===== src/design/mcsu_pkg.sv =====
// Package for the bond state context block.
// Holds request codes, result kinds and fixed-point constants.
// No dependencies.
package mcsu_pkg;

  localparam logic [1:0] ACT_START = 2'd0;
  localparam logic [1:0] ACT_TENSOR = 2'd1;
  localparam logic [1:0] ACT_EMBED = 2'd2;

  localparam logic KIND_CONTEXT = 1'b0;
  localparam logic KIND_ENTROPY = 1'b1;

  localparam logic signed [15:0] ONE_Q12 = 16'sd4096;
  localparam logic signed [15:0] SAT_MAX = 16'sd32767;
  localparam logic signed [15:0] SAT_MIN = -16'sd32768;
  localparam logic [16:0] LN2_Q16 = 17'd45426;
  localparam logic [12:0] RATIO_MAX = 13'd4096;
  localparam logic [4:0] EXP_TOP = 5'd24;

endpackage


===== src/design/mps_context_state_update.sv =====
// Bond state context block: accumulation, normalization, entropy and context values.
// Depends on mcsu_pkg. All multiplications run through one shared registered multiplier.
//
// Channel  Ports                              Handshake
// request  action, value, final_step         start high and busy low
// result   kind, value_res, position         strobe high for one cycle
//
// Start and embedding requests complete in the idle state; an embedding result is registered
// and follows on the next cycle. A tensor element passes through the multiply and add states;
// the last one of a step adds rounding of every amplitude, the ratio search on the multiplier
// and, unless final, the log walk. busy is high throughout. rst is synchronous and restores
// the one-hot state. The receiver cannot stall results.
module mps_context_state_update #(
  parameter int BOND_SIZE = 8,
  parameter int PHYS_SIZE = 2,
  parameter int EMB_DIM = 16
) (
  input  logic               clk,
  input  logic               rst,
  input  logic               start,
  output logic               busy,
  input  logic [1:0]         action,
  input  logic signed [15:0] value,
  input  logic               final_step,
  output logic               strobe,
  output logic               kind,
  output logic signed [15:0] value_res,
  output logic [3:0]         position
);
  import mcsu_pkg::*;

  localparam int BW = $clog2(BOND_SIZE);
  localparam int PW = (PHYS_SIZE > 1) ? $clog2(PHYS_SIZE) : 1;
  localparam int EW = (EMB_DIM > 1) ? $clog2(EMB_DIM) : 1;
  localparam int NW = 31 + BW;
  localparam int NH = (NW + 1) / 2;
  localparam int TW = 26 + NW + 2;
  localparam int SW = 48 + BW;

  typedef enum logic [4:0] {
    S_IDLE, S_MAC_MUL, S_MAC_ADD, S_RND, S_NSUM, S_NCHK, S_MAG, S_MAGW, S_SRCH,
    S_TSQ, S_NLO, S_NHI, S_ENT, S_EP, S_ENORM, S_ESQ, S_ESQW, S_EL, S_EACC,
    S_ELN, S_EOUT
  } state_t;

  state_t state;
  logic signed [15:0] amp [BOND_SIZE];
  logic signed [39:0] acc [BOND_SIZE];
  logic [BW-1:0] li, ri, k, aidx;
  logic [PW-1:0] pi;
  logic [EW-1:0] eidx;
  logic signed [15:0] vreg;
  logic fin;
  logic [NW-1:0] n;
  logic [TW-1:0] rhs, plo;
  logic [12:0] lo, hi, mid;
  logic [25:0] t2;
  logic [24:0] pq;
  logic [30:0] m;
  logic [4:0] ex;
  logic [15:0] frac;
  logic [3:0] it;
  logic signed [SW-1:0] esum;
  logic signed [67:0] prod;

  logic signed [33:0] ma, mb;
  logic [BW-1:0] rsel;
  logic signed [15:0] rd_amp;
  logic signed [39:0] rd_acc;
  logic signed [40:0] mac_sum;
  logic signed [39:0] mac_sat;
  logic signed [40:0] rx;
  logic signed [28:0] rq;
  logic signed [15:0] rnd_s;
  logic [13:0] mid_c;
  logic [13:0] tt;
  logic [TW-1:0] total;
  logic [31:0] mm;
  logic signed [22:0] lq;
  logic [SW-21:0] tsh;
  logic [47:0] eround;
  logic signed [16:0] csum;
  logic signed [15:0] csat;
  logic [EW+3:0] pos_ext;
  logic k_last;

  assign busy = (state != S_IDLE);
  assign k_last = (k == BW'(BOND_SIZE - 1));

  always_comb begin
    case (state)
      S_IDLE: rsel = aidx;
      S_MAC_MUL, S_MAC_ADD: rsel = li;
      default: rsel = k;
    endcase
  end

  assign rd_amp = amp[rsel];
  assign rd_acc = acc[(state == S_MAC_ADD) ? ri : k];
  assign mac_sum = 41'(rd_acc) + 41'($signed(prod[31:0]));

  always_comb begin
    if (mac_sum > 41'sh7F_FFFF_FFFF) mac_sat = 40'sh7F_FFFF_FFFF;
    else if (mac_sum < -41'sh80_0000_0000) mac_sat = -40'sh80_0000_0000;
    else mac_sat = mac_sum[39:0];
  end

  assign rx = 41'(rd_acc) + 41'sd2048;
  assign rq = rx[40:12];

  always_comb begin
    if (rq > 29'(SAT_MAX)) rnd_s = SAT_MAX;
    else if (rq < 29'(SAT_MIN)) rnd_s = SAT_MIN;
    else rnd_s = rq[15:0];
  end

  assign mid_c = (14'(lo) + 14'(hi) + 14'd1) >> 1;
  assign tt = {mid_c[12:0], 1'b0} - 14'd1;
  assign total = plo + (TW'(prod[TW-1:0]) << NH);
  assign mm = prod[61:30];
  assign lq = $signed({1'b0, 6'(EXP_TOP) - 6'(ex), 16'd0}) - $signed({7'd0, frac});
  assign tsh = (esum < 0) ? '0 : (SW-20)'(esum >>> 20);
  assign eround = prod[47:0] + 48'h80_0000;
  assign csum = 17'(value) + 17'(rd_amp);

  always_comb begin
    if (csum > 17'(SAT_MAX)) csat = SAT_MAX;
    else if (csum < 17'(SAT_MIN)) csat = SAT_MIN;
    else csat = csum[15:0];
  end

  assign pos_ext = {4'd0, eidx};

  always_comb begin
    ma = '0;
    mb = '0;
    case (state)
      S_MAC_MUL: begin
        ma = 34'(rd_amp);
        mb = 34'(vreg);
      end
      S_RND: begin
        ma = 34'(rnd_s);
        mb = 34'(rnd_s);
      end
      S_MAG, S_ENT: begin
        ma = 34'(rd_amp);
        mb = 34'(rd_amp);
      end
      S_SRCH: begin
        ma = $signed({20'd0, tt});
        mb = $signed({20'd0, tt});
      end
      S_TSQ: begin
        ma = $signed({8'd0, prod[25:0]});
        mb = $signed(34'(n[NH-1:0]));
      end
      S_NLO: begin
        ma = $signed({8'd0, t2});
        mb = $signed(34'(n >> NH));
      end
      S_ESQ: begin
        ma = $signed({3'd0, m});
        mb = $signed({3'd0, m});
      end
      S_EL: begin
        ma = $signed({9'd0, pq});
        mb = 34'(lq);
      end
      S_ELN: begin
        ma = $signed(34'(tsh));
        mb = $signed({17'd0, LN2_Q16});
      end
      default: begin
        ma = '0;
        mb = '0;
      end
    endcase
  end

  always_ff @(posedge clk) prod <= ma * mb;

  always_ff @(posedge clk) begin
    strobe <= 1'b0;
    if (rst) begin
      state <= S_IDLE;
      for (int i = 0; i < BOND_SIZE; i++) begin
        amp[i] <= '0;
        acc[i] <= '0;
      end
      amp[0] <= ONE_Q12;
      li <= '0;
      ri <= '0;
      pi <= '0;
      eidx <= '0;
      aidx <= '0;
      k <= '0;
    end else begin
      case (state)
        S_IDLE: begin
          if (start) begin
            case (action)
              ACT_START: begin
                for (int i = 0; i < BOND_SIZE; i++) begin
                  amp[i] <= '0;
                  acc[i] <= '0;
                end
                amp[0] <= ONE_Q12;
                li <= '0;
                ri <= '0;
                pi <= '0;
                eidx <= '0;
                aidx <= '0;
              end
              ACT_TENSOR: begin
                vreg <= value;
                fin <= final_step;
                state <= S_MAC_MUL;
              end
              ACT_EMBED: begin
                strobe <= 1'b1;
                kind <= KIND_CONTEXT;
                value_res <= csat;
                position <= pos_ext[3:0];
                if (eidx == EW'(EMB_DIM - 1)) begin
                  eidx <= '0;
                  aidx <= '0;
                end else begin
                  eidx <= eidx + 1'b1;
                  aidx <= (aidx == BW'(BOND_SIZE - 1)) ? '0 : aidx + 1'b1;
                end
              end
              default: begin
              end
            endcase
          end
        end
        S_MAC_MUL: state <= S_MAC_ADD;
        S_MAC_ADD: begin
          acc[ri] <= mac_sat;
          state <= S_IDLE;
          if (ri != BW'(BOND_SIZE - 1)) begin
            ri <= ri + 1'b1;
          end else begin
            ri <= '0;
            if (pi != PW'(PHYS_SIZE - 1)) begin
              pi <= pi + 1'b1;
            end else begin
              pi <= '0;
              if (li != BW'(BOND_SIZE - 1)) begin
                li <= li + 1'b1;
              end else begin
                li <= '0;
                k <= '0;
                n <= '0;
                state <= S_RND;
              end
            end
          end
        end
        S_RND: begin
          amp[k] <= rnd_s;
          state <= S_NSUM;
        end
        S_NSUM: begin
          n <= n + NW'(prod[30:0]);
          if (k_last) begin
            k <= '0;
            state <= S_NCHK;
          end else begin
            k <= k + 1'b1;
            state <= S_RND;
          end
        end
        S_NCHK: begin
          for (int i = 0; i < BOND_SIZE; i++) acc[i] <= '0;
          eidx <= '0;
          aidx <= '0;
          esum <= '0;
          if (n != '0) state <= S_MAG;
          else state <= fin ? S_IDLE : S_ENT;
        end
        S_MAG: state <= S_MAGW;
        S_MAGW: begin
          rhs <= TW'(prod[30:0]) << 26;
          lo <= '0;
          hi <= RATIO_MAX;
          state <= S_SRCH;
        end
        S_SRCH: begin
          if (lo < hi) begin
            mid <= mid_c[12:0];
            state <= S_TSQ;
          end else begin
            amp[k] <= (rd_amp < 0) ? -$signed({3'd0, lo}) : $signed({3'd0, lo});
            if (k_last) begin
              k <= '0;
              state <= fin ? S_IDLE : S_ENT;
            end else begin
              k <= k + 1'b1;
              state <= S_MAG;
            end
          end
        end
        S_TSQ: begin
          t2 <= prod[25:0];
          state <= S_NLO;
        end
        S_NLO: begin
          plo <= TW'(prod[TW-1:0]);
          state <= S_NHI;
        end
        S_NHI: begin
          if (total <= rhs) lo <= mid;
          else hi <= mid - 1'b1;
          state <= S_SRCH;
        end
        S_ENT: state <= S_EP;
        S_EP: begin
          pq <= prod[24:0];
          m <= {prod[24:0], 6'd0};
          ex <= EXP_TOP;
          if (prod[24:0] == '0) begin
            if (k_last) state <= S_ELN;
            else begin
              k <= k + 1'b1;
              state <= S_ENT;
            end
          end else begin
            state <= S_ENORM;
          end
        end
        S_ENORM: begin
          if (!m[30]) begin
            m <= m << 1;
            ex <= ex - 1'b1;
          end else begin
            it <= '0;
            frac <= '0;
            state <= S_ESQ;
          end
        end
        S_ESQ: state <= S_ESQW;
        S_ESQW: begin
          frac <= {frac[14:0], mm[31]};
          m <= mm[31] ? mm[31:1] : mm[30:0];
          it <= it + 1'b1;
          state <= (it == 4'd15) ? S_EL : S_ESQ;
        end
        S_EL: state <= S_EACC;
        S_EACC: begin
          esum <= esum + SW'(prod[SW-1:0]);
          if (k_last) state <= S_ELN;
          else begin
            k <= k + 1'b1;
            state <= S_ENT;
          end
        end
        S_ELN: state <= S_EOUT;
        S_EOUT: begin
          strobe <= 1'b1;
          kind <= KIND_ENTROPY;
          value_res <= (eround[47:24] > 24'd32767) ? SAT_MAX : $signed(eround[39:24]);
          position <= '0;
          k <= '0;
          state <= S_IDLE;
        end
        default: state <= S_IDLE;
      endcase
    end
  end

endmodule


===== config.mk =====
export PLATFORM = sky130hd
export DESIGN_NAME = mps_context_state_update
export DESIGN_NICKNAME = d
export VERILOG_FILES = /design/src/design/mcsu_pkg.sv /design/src/design/mps_context_state_update.sv
export SDC_FILE = /design/constraint.sdc
export NUM_CORES = 2
export LEC_CHECK = 0
export ABC_AREA = 1
export BUFFER_PORTS_ARGS = -buffer_cell sky130_fd_sc_hd__clkbuf_2
export CORE_ASPECT_RATIO = 0.9
export CORE_MARGIN = 8
export CORE_UTILIZATION = 25
export CTS_CLUSTER_SIZE = 24
export DETAILED_ROUTE_END_ITERATION = 12
export PLACE_DENSITY = 0.42
export SKIP_CTS_REPAIR_TIMING = 1
export SLEW_MARGIN = 20
export SYNTH_ARGS = -nofsm -noshare
export SYNTH_HDL_FRONTEND = slang
export SYNTH_SLANG_ARGS = --single-unit

===== constraint.sdc =====
create_clock -name clk -period 10.6 [get_ports clk]
set_input_delay 0.53 -clock clk [delete_from_list [all_inputs] [get_ports clk]]
set_output_delay 0.53 -clock clk [all_outputs]
set_load 0.02 [all_outputs]

=== Word level (Yosys, flattened, before mapping) ===
Memories as Yosys holds them, arrays and structs flattened.
Cells that the tools add are included.

* Bits in registers: 447
* Memory bits (writable): 448
* Memories: 2

{| class="wikitable"
|+ Memory list
! name !! words !! width !! rd ports !! clocked after memory_dff !! write ports !! RTL line !! RTL
|-
| acc || 8 || 40 || 1 || 0 || 8 || mps_context_state_update.sv:48 || <nowiki>logic signed [39:0] acc [BOND_SIZE];</nowiki>
|-
| amp || 8 || 16 || 1 || 0 || 8 || mps_context_state_update.sv:47 || <nowiki>logic signed [15:0] amp [BOND_SIZE];</nowiki>
|}

* Add/subtract/negate cells: 22
* Multiply operators: 1
* Magnitude comparators: 11
* Equal/unequal tests: 42
* Mux-type cells: 141
* Bitwise logic cells: 28
* Reduce and logical (&&, ||, !) cells: 42

{| class="wikitable"
|+ Operator list
! kind !! count
|-
| $mux W40 || 19
|-
| $mux W16 || 21
|-
| $pmux W34 S9 || 1
|-
| $pmux W34 S8 || 1
|-
| $mux W34 || 3
|-
| $pmux W51 S2 || 1
|-
| $pmux W5 S19 || 1
|-
| $mux W31 || 3
|-
| $pmux W31 S3 || 1
|-
| $pmux W34 S2 || 1
|-
| $pmux W16 S2 || 2
|-
| $add A62 B62 Y62 || 1
|-
| $le A62 B57 Y1 || 1
|-
| $mul A34 B34 Y62 || 1
|-
| $mux W3 || 20
|-
| $pmux W13 S2 || 2
|-
| $add A51 B51 Y51 || 1
|-
| $lt A51 B1 Y1 const B || 1
|-
| $add A48 B24 Y48 const B || 1
|-
| $add A40 B13 Y41 const B || 1
|-
| $add A40 B32 Y41 || 1
|-
| $gt A41 B40 Y1 const B || 1
|-
| $lt A41 B40 Y1 const B || 1
|-
| $eq A5 B4 Y1 const B || 8
|-
| 61 further kinds || 193
|}

=== Longest topological paths before layout ===
An unclocked memory read counts as a cell.

* Depth after elaboration: 11
* Mapped depth: 68

=== Worst setup path after synthesis ===
OpenSTA, ideal clock, no wires.

* Path kind: reg-to-reg
* From: reg state[1]
* To: reg prod[61]
* Setup time: 112 ps
* Data arrival time: 10147 ps
* Required time: 10488 ps
* Setup slack: 341 ps
* Cell stages (with the launch flop): 58
* Period minus slack after synthesis: 10259 ps
* Cells stage by stage: dfxtp_1 -> inv_2 -> nor2_8 -> nand3_4 -> buf_6 -> o21ai_4 -> buf_4 -> o211ai_1 -> nand3_1 -> nand2_1 -> inv_1 -> ha_1 -> nand2_1 -> nor2_1 -> nand2_2 -> nor2_2 -> nand2_1 -> xnor2_2 -> (+22 left out) -> fa_1 -> inv_1 -> ha_1 -> nand2_1 -> nor2_1 -> inv_1 -> nor2_1 -> nor4b_1 -> nand3_1 -> nand3_1 -> nand2_1 -> o211ai_1 -> a21oi_1 -> nor2_1 -> nor2_1 -> or2_2 -> nand3_1 -> nand2_1

* Word-level cells in the longest chain between the ends: 9

{| class="wikitable"
|+ Ends and longest elaborated chain
! item !! RTL line !! RTL
|-
| from (decl) || mps_context_state_update.sv:46 || <nowiki>state_t state;</nowiki>
|-
| from (signal assigned) || mps_context_state_update.sv:281 || <nowiki>else state <= fin ? S_IDLE : S_ENT;</nowiki>
|-
| from (signal assigned) || mps_context_state_update.sv:298 || <nowiki>state <= fin ? S_IDLE : S_ENT;</nowiki>
|-
| $eq A5 B2 Y1 || mps_context_state_update.sv:91, mps_context_state_update.sv:99 ||
|-
| $mux W3 || mps_context_state_update.sv:99 || <nowiki>assign rd_acc = acc[(state == S_MAC_ADD) ? ri : k];</nowiki>
|-
| $mem_v2 Z8 W40 || -- ||
|-
| $add A40 B13 Y41 || mps_context_state_update.sv:108 || <nowiki>assign rx = 41'(rd_acc) + 41'sd2048;</nowiki>
|-
| $lt A29 B16 Y1 || mps_context_state_update.sv:113 || <nowiki>else if (rq < 29'(SAT_MIN)) rnd_s = SAT_MIN;</nowiki>
|-
| $mux W16 || mps_context_state_update.sv:113 ||
|-
| $mux W16 || mps_context_state_update.sv:112 || <nowiki>if (rq > 29'(SAT_MAX)) rnd_s = SAT_MAX;</nowiki>
|-
| $pmux W34 S9 or $pmux W34 S8 (tied branches) || mps_context_state_update.sv:137 || <nowiki>case (state)</nowiki>
|-
| $mul A34 B34 Y62 * || mps_context_state_update.sv:181 || <nowiki>always_ff @(posedge clk) prod <= ma * mb;</nowiki>
|-
| to (signal assigned) || mps_context_state_update.sv:181 ||
|-
| to (decl) || mps_context_state_update.sv:64 || <nowiki>logic signed [67:0] prod;</nowiki>
|}

Every way passes the cells marked *; elsewhere a longest branch is shown, timed or not.
A chain may end at the register's enable or synchronous reset.

=== Worst setup path in the final report ===
* From: reg state[2]
* To: reg prod[61]

The elaborated chain is that of the path after synthesis.

==> results.md <==
* Most common cell after layout, fill and taps aside: inv_1
* Die W at 647.0 um
* Ports at 45
* Worst skew pair latency at 790 ps
* First-pass GRT wire length at 525500 um
* TritonRoute pass-1 iters at 8
* Setup TNS at -967.5 ps
* Starting Density at 25.11%
* GP Congestion at 0.9391
* Die Footprint at 377800 um^2
* Area delta synth->final at 26.91%
* Lkg Pwr at 53.61 nW
* IO Port Bufs at 44
* Least-Margin Pin Slew at 1256 ps
* Power Dens Cells at 125.1 nW/um^2
* DR vias/cell at 4.566
* Distinct cells, synth at 73
* Startpoint Class: flop
* CP endpoint kind: flop
* Final hold violations at 0
* Rows at 208
* Antenna-violating nets left at 0
* Netlist Area Pre-Place at 89600 um^2
* RSZ-0062 raised after global routing: true
* Top FF cell, synth: edfxtp_1
* Final setup fails at 10
* MaxCap Viol Count at 0
* Slew Viols, Final at 0
* Worst Path Max Fanout at 7
* Total power at 0.01423 W
* Min-delay worst type: in -> reg
* Commonest non-fill, non-tap cells in the layout: inv_1, nand2_1, buf_4
* Status: complete, but fails checks
* Longest Clk Path Bufs at 3
* GRT Total Usage at 18.75%
* CP peak stage delay at 630 ps
* Most frequent CP cell: fa_1
* H-tree levels at 3
* Clock Skews at 73.41 ps
* RR Startpoint: state[2]$_SDFFE_PP0P_
* Core footprint at 356800 um^2
* Number of synthesized flops with an enable pin at 810
* Critical path's top delay family: adder cells
* Avg WL per Cell at 22.28 um
* Worst VDD drop at 151.9 uV
* Req. time, crit path at 11250 ps
* Final layout net count at 13.26k
* Clock Pin Slew Worst Setup and Hold Paths at 60 ps
* Crit path buffers/inverters at 14
* Arrival @ worst endpoint at 11530 ps
* Worst Hold Launch: start
* Cells after Synth at 10.46k
* Synth Register Bits at 895
* Sequential share of the synthesized area at 29.05%
* Worst rel slew slack at 15.69%
* Post-Route WL at 367100 um
* Final setup margin at -278.2 ps
* Initial DRC count at 6138
* Clock root cell: clkbuf_16
* CTS sink cnt at 895
* Vias in the first global route at 74.67k
* Via count at 75.24k
* Layout cells sized above 1 at 19.98%
* Initial antenna violation count at 23
* Syn Area/Cell at 8.563 um^2
* HPWL after DPL at 285400 um
* CTS tree: yes
* Final core utilization at 31.87%
* Synth Net Count at 12.07k
* Failing checks: setup timing
* CTS buffer count at 109
* Fmax achieved at 91.93 MHz
* Largest net degree at the start of global routing at 66
* Min cycle time layout at 10880 ps
* Residual DRC count at 0
* Period Utilization, post-route at 102.6%
* Crit path kind: reg -> reg
* Critical-path top delay cell: fa_2
* Die Y at 583.9 um
* Beginning of the critical path: state[2]$_SDFFE_PP0P_
* Fillers at 37.67k
* Ys async rst share at 0%
* Setup WS pre-CTS at -948.8 ps
* Yosys warning count at 0
* Total grt overflow at 0
==> cell families (layout without fill, tap and decap cells) <==
| family | count (synthesis) | after routing | synth area share (%) |
|---|---|---|---|
| other | 0 | 4 | 0 |
| xor gates and xnor gates | 224 | 224 | 2.198 |
| buffers and inverters | 2495 | 3779 | 10.89 |
| AOI/OAI and AO/OA | 1232 | 1232 | 8.023 |
| and+or+nand+nor | 4037 | 4038 | 18.32 |
| DFF | 895 | 895 | 29.05 |
| adders and majority gates | 1580 | 1580 | 31.51 |
==> cells in the mapped netlist, drive strengths merged (5+ instances only) <==
master,instances,area [um^2]
edfxtp,810,24320
dfxtp,85,1702
o2111ai,5,43.79
nor3,72,387.9
nand3b,6,45.04
a221oi,23,201.4
nor4,33,244.0
clkinv,13,48.80
inv,2124,7973
o21bai,32,240.2
a211oi,31,232.7
clkbuf,181,679.4
o22ai,10,62.56
o221ai,25,219.0
a22o,10,87.58
a21oi,567,2864
buf,177,1061
a31oi,51,319.1
fa,1128,22580
nor2,1274,4858
o21a,40,300.3
xor2,147,1287
a21boi,15,112.6
o21ai,313,1597
a32o,15,150.1
nand4,55,359.1
xnor2,77,681.9
o31ai,11,82.58
a2111oi,11,96.34
nand3,417,2125
a22oi,7,57.55
a21o,15,112.6
or2,23,143.9
ha,452,5655
nand2,2146,8180
o211ai,35,262.8
==> path summary, 6_finish.rpt <==
| kind | endpoint | slack [ps] | cells past startpoint |
|---|---|---|---|
| max reg2reg | prod[61]$_DFF_P_ | -280 | 59 |
| min | strobe$_SDFF_PP0_ | 140 | 3 |
| max | prod[61]$_DFF_P_ | -280 | 59 |
| min reg2reg | pi$_SDFFE_PP0P_ | 480 | 2 |
==> routing by layer <==
| metal | wire, um | global-route usage, % | vias up |
|---|---|---|---|
| met4 | 8187 | 3.623 | 4 |
| met3 | 24900 | 2.927 | 345 |
| li1 | - | - | 35120 |
| met2 | 162800 | 29.45 | 2255 |
| met5 | 27 | 0 | - |
| met1 | 171200 | 27.35 | 37520 |
==> layout make-up <==
cell class                 instances  area, um^2  area share, %
antenna                            4       10.01       0.008802
clock buffer                     129        2929          2.576
clock inverter                    69       709.4         0.6239
inverter                        2137        8125          7.145
multi-input combinational       7074       56650          49.82
sequential                       895       26030          22.89
tap                             4725        5912          5.199
timing repair buffer            1444       13350          11.74
==> stage by stage <==
| stage | cell area (um^2) | hold WS [ps] | std cells |
|---|---|---|---|
| after floorplan | 89600 | 406.4 | 10460 |
| after global placement | 105200 | 450.4 | 16110 |
| after detailed placement | 105200 | 462.0 | 16120 |
| after CTS | 108900 | -117.1 | 16310 |
| after global routing | 113700 | 112.4 | 16470 |
| final | 113700 | 135.1 | 16480 |
==> registers in the layout, summed over array words and instances, names as in the netlist, 26 cells and up <==
| name | flops |
|---|---|
| acc | 320 |
| prod | 62 |
| amp | 128 |
| plo | 62 |
| esum | 51 |
| t2 | 26 |
| m | 31 |
| n | 34 |
| rhs | 31 |
==> worst register-to-register path: cells and delay by family (launching register included) <==
family                     cells  cell delay, ps
adders and majority gates      9            4570
and+or+nand+nor               32            3740
buffers and inverters         14            1630
AOI/OAI and AO/OA              4             510
DFF                            1             330
==> power breakdown <==
group | total [W] | switching (W) | internal [W]
registers | 0.00424 | 0.000178 | 0.00406
clock network | 0.00388 | 0.00164 | 0.00224
logic | 0.00610 | 0.00406 | 0.00204
total | 0.0142 | 0.00588 | 0.00834
(Power assumes the default switching activity.)
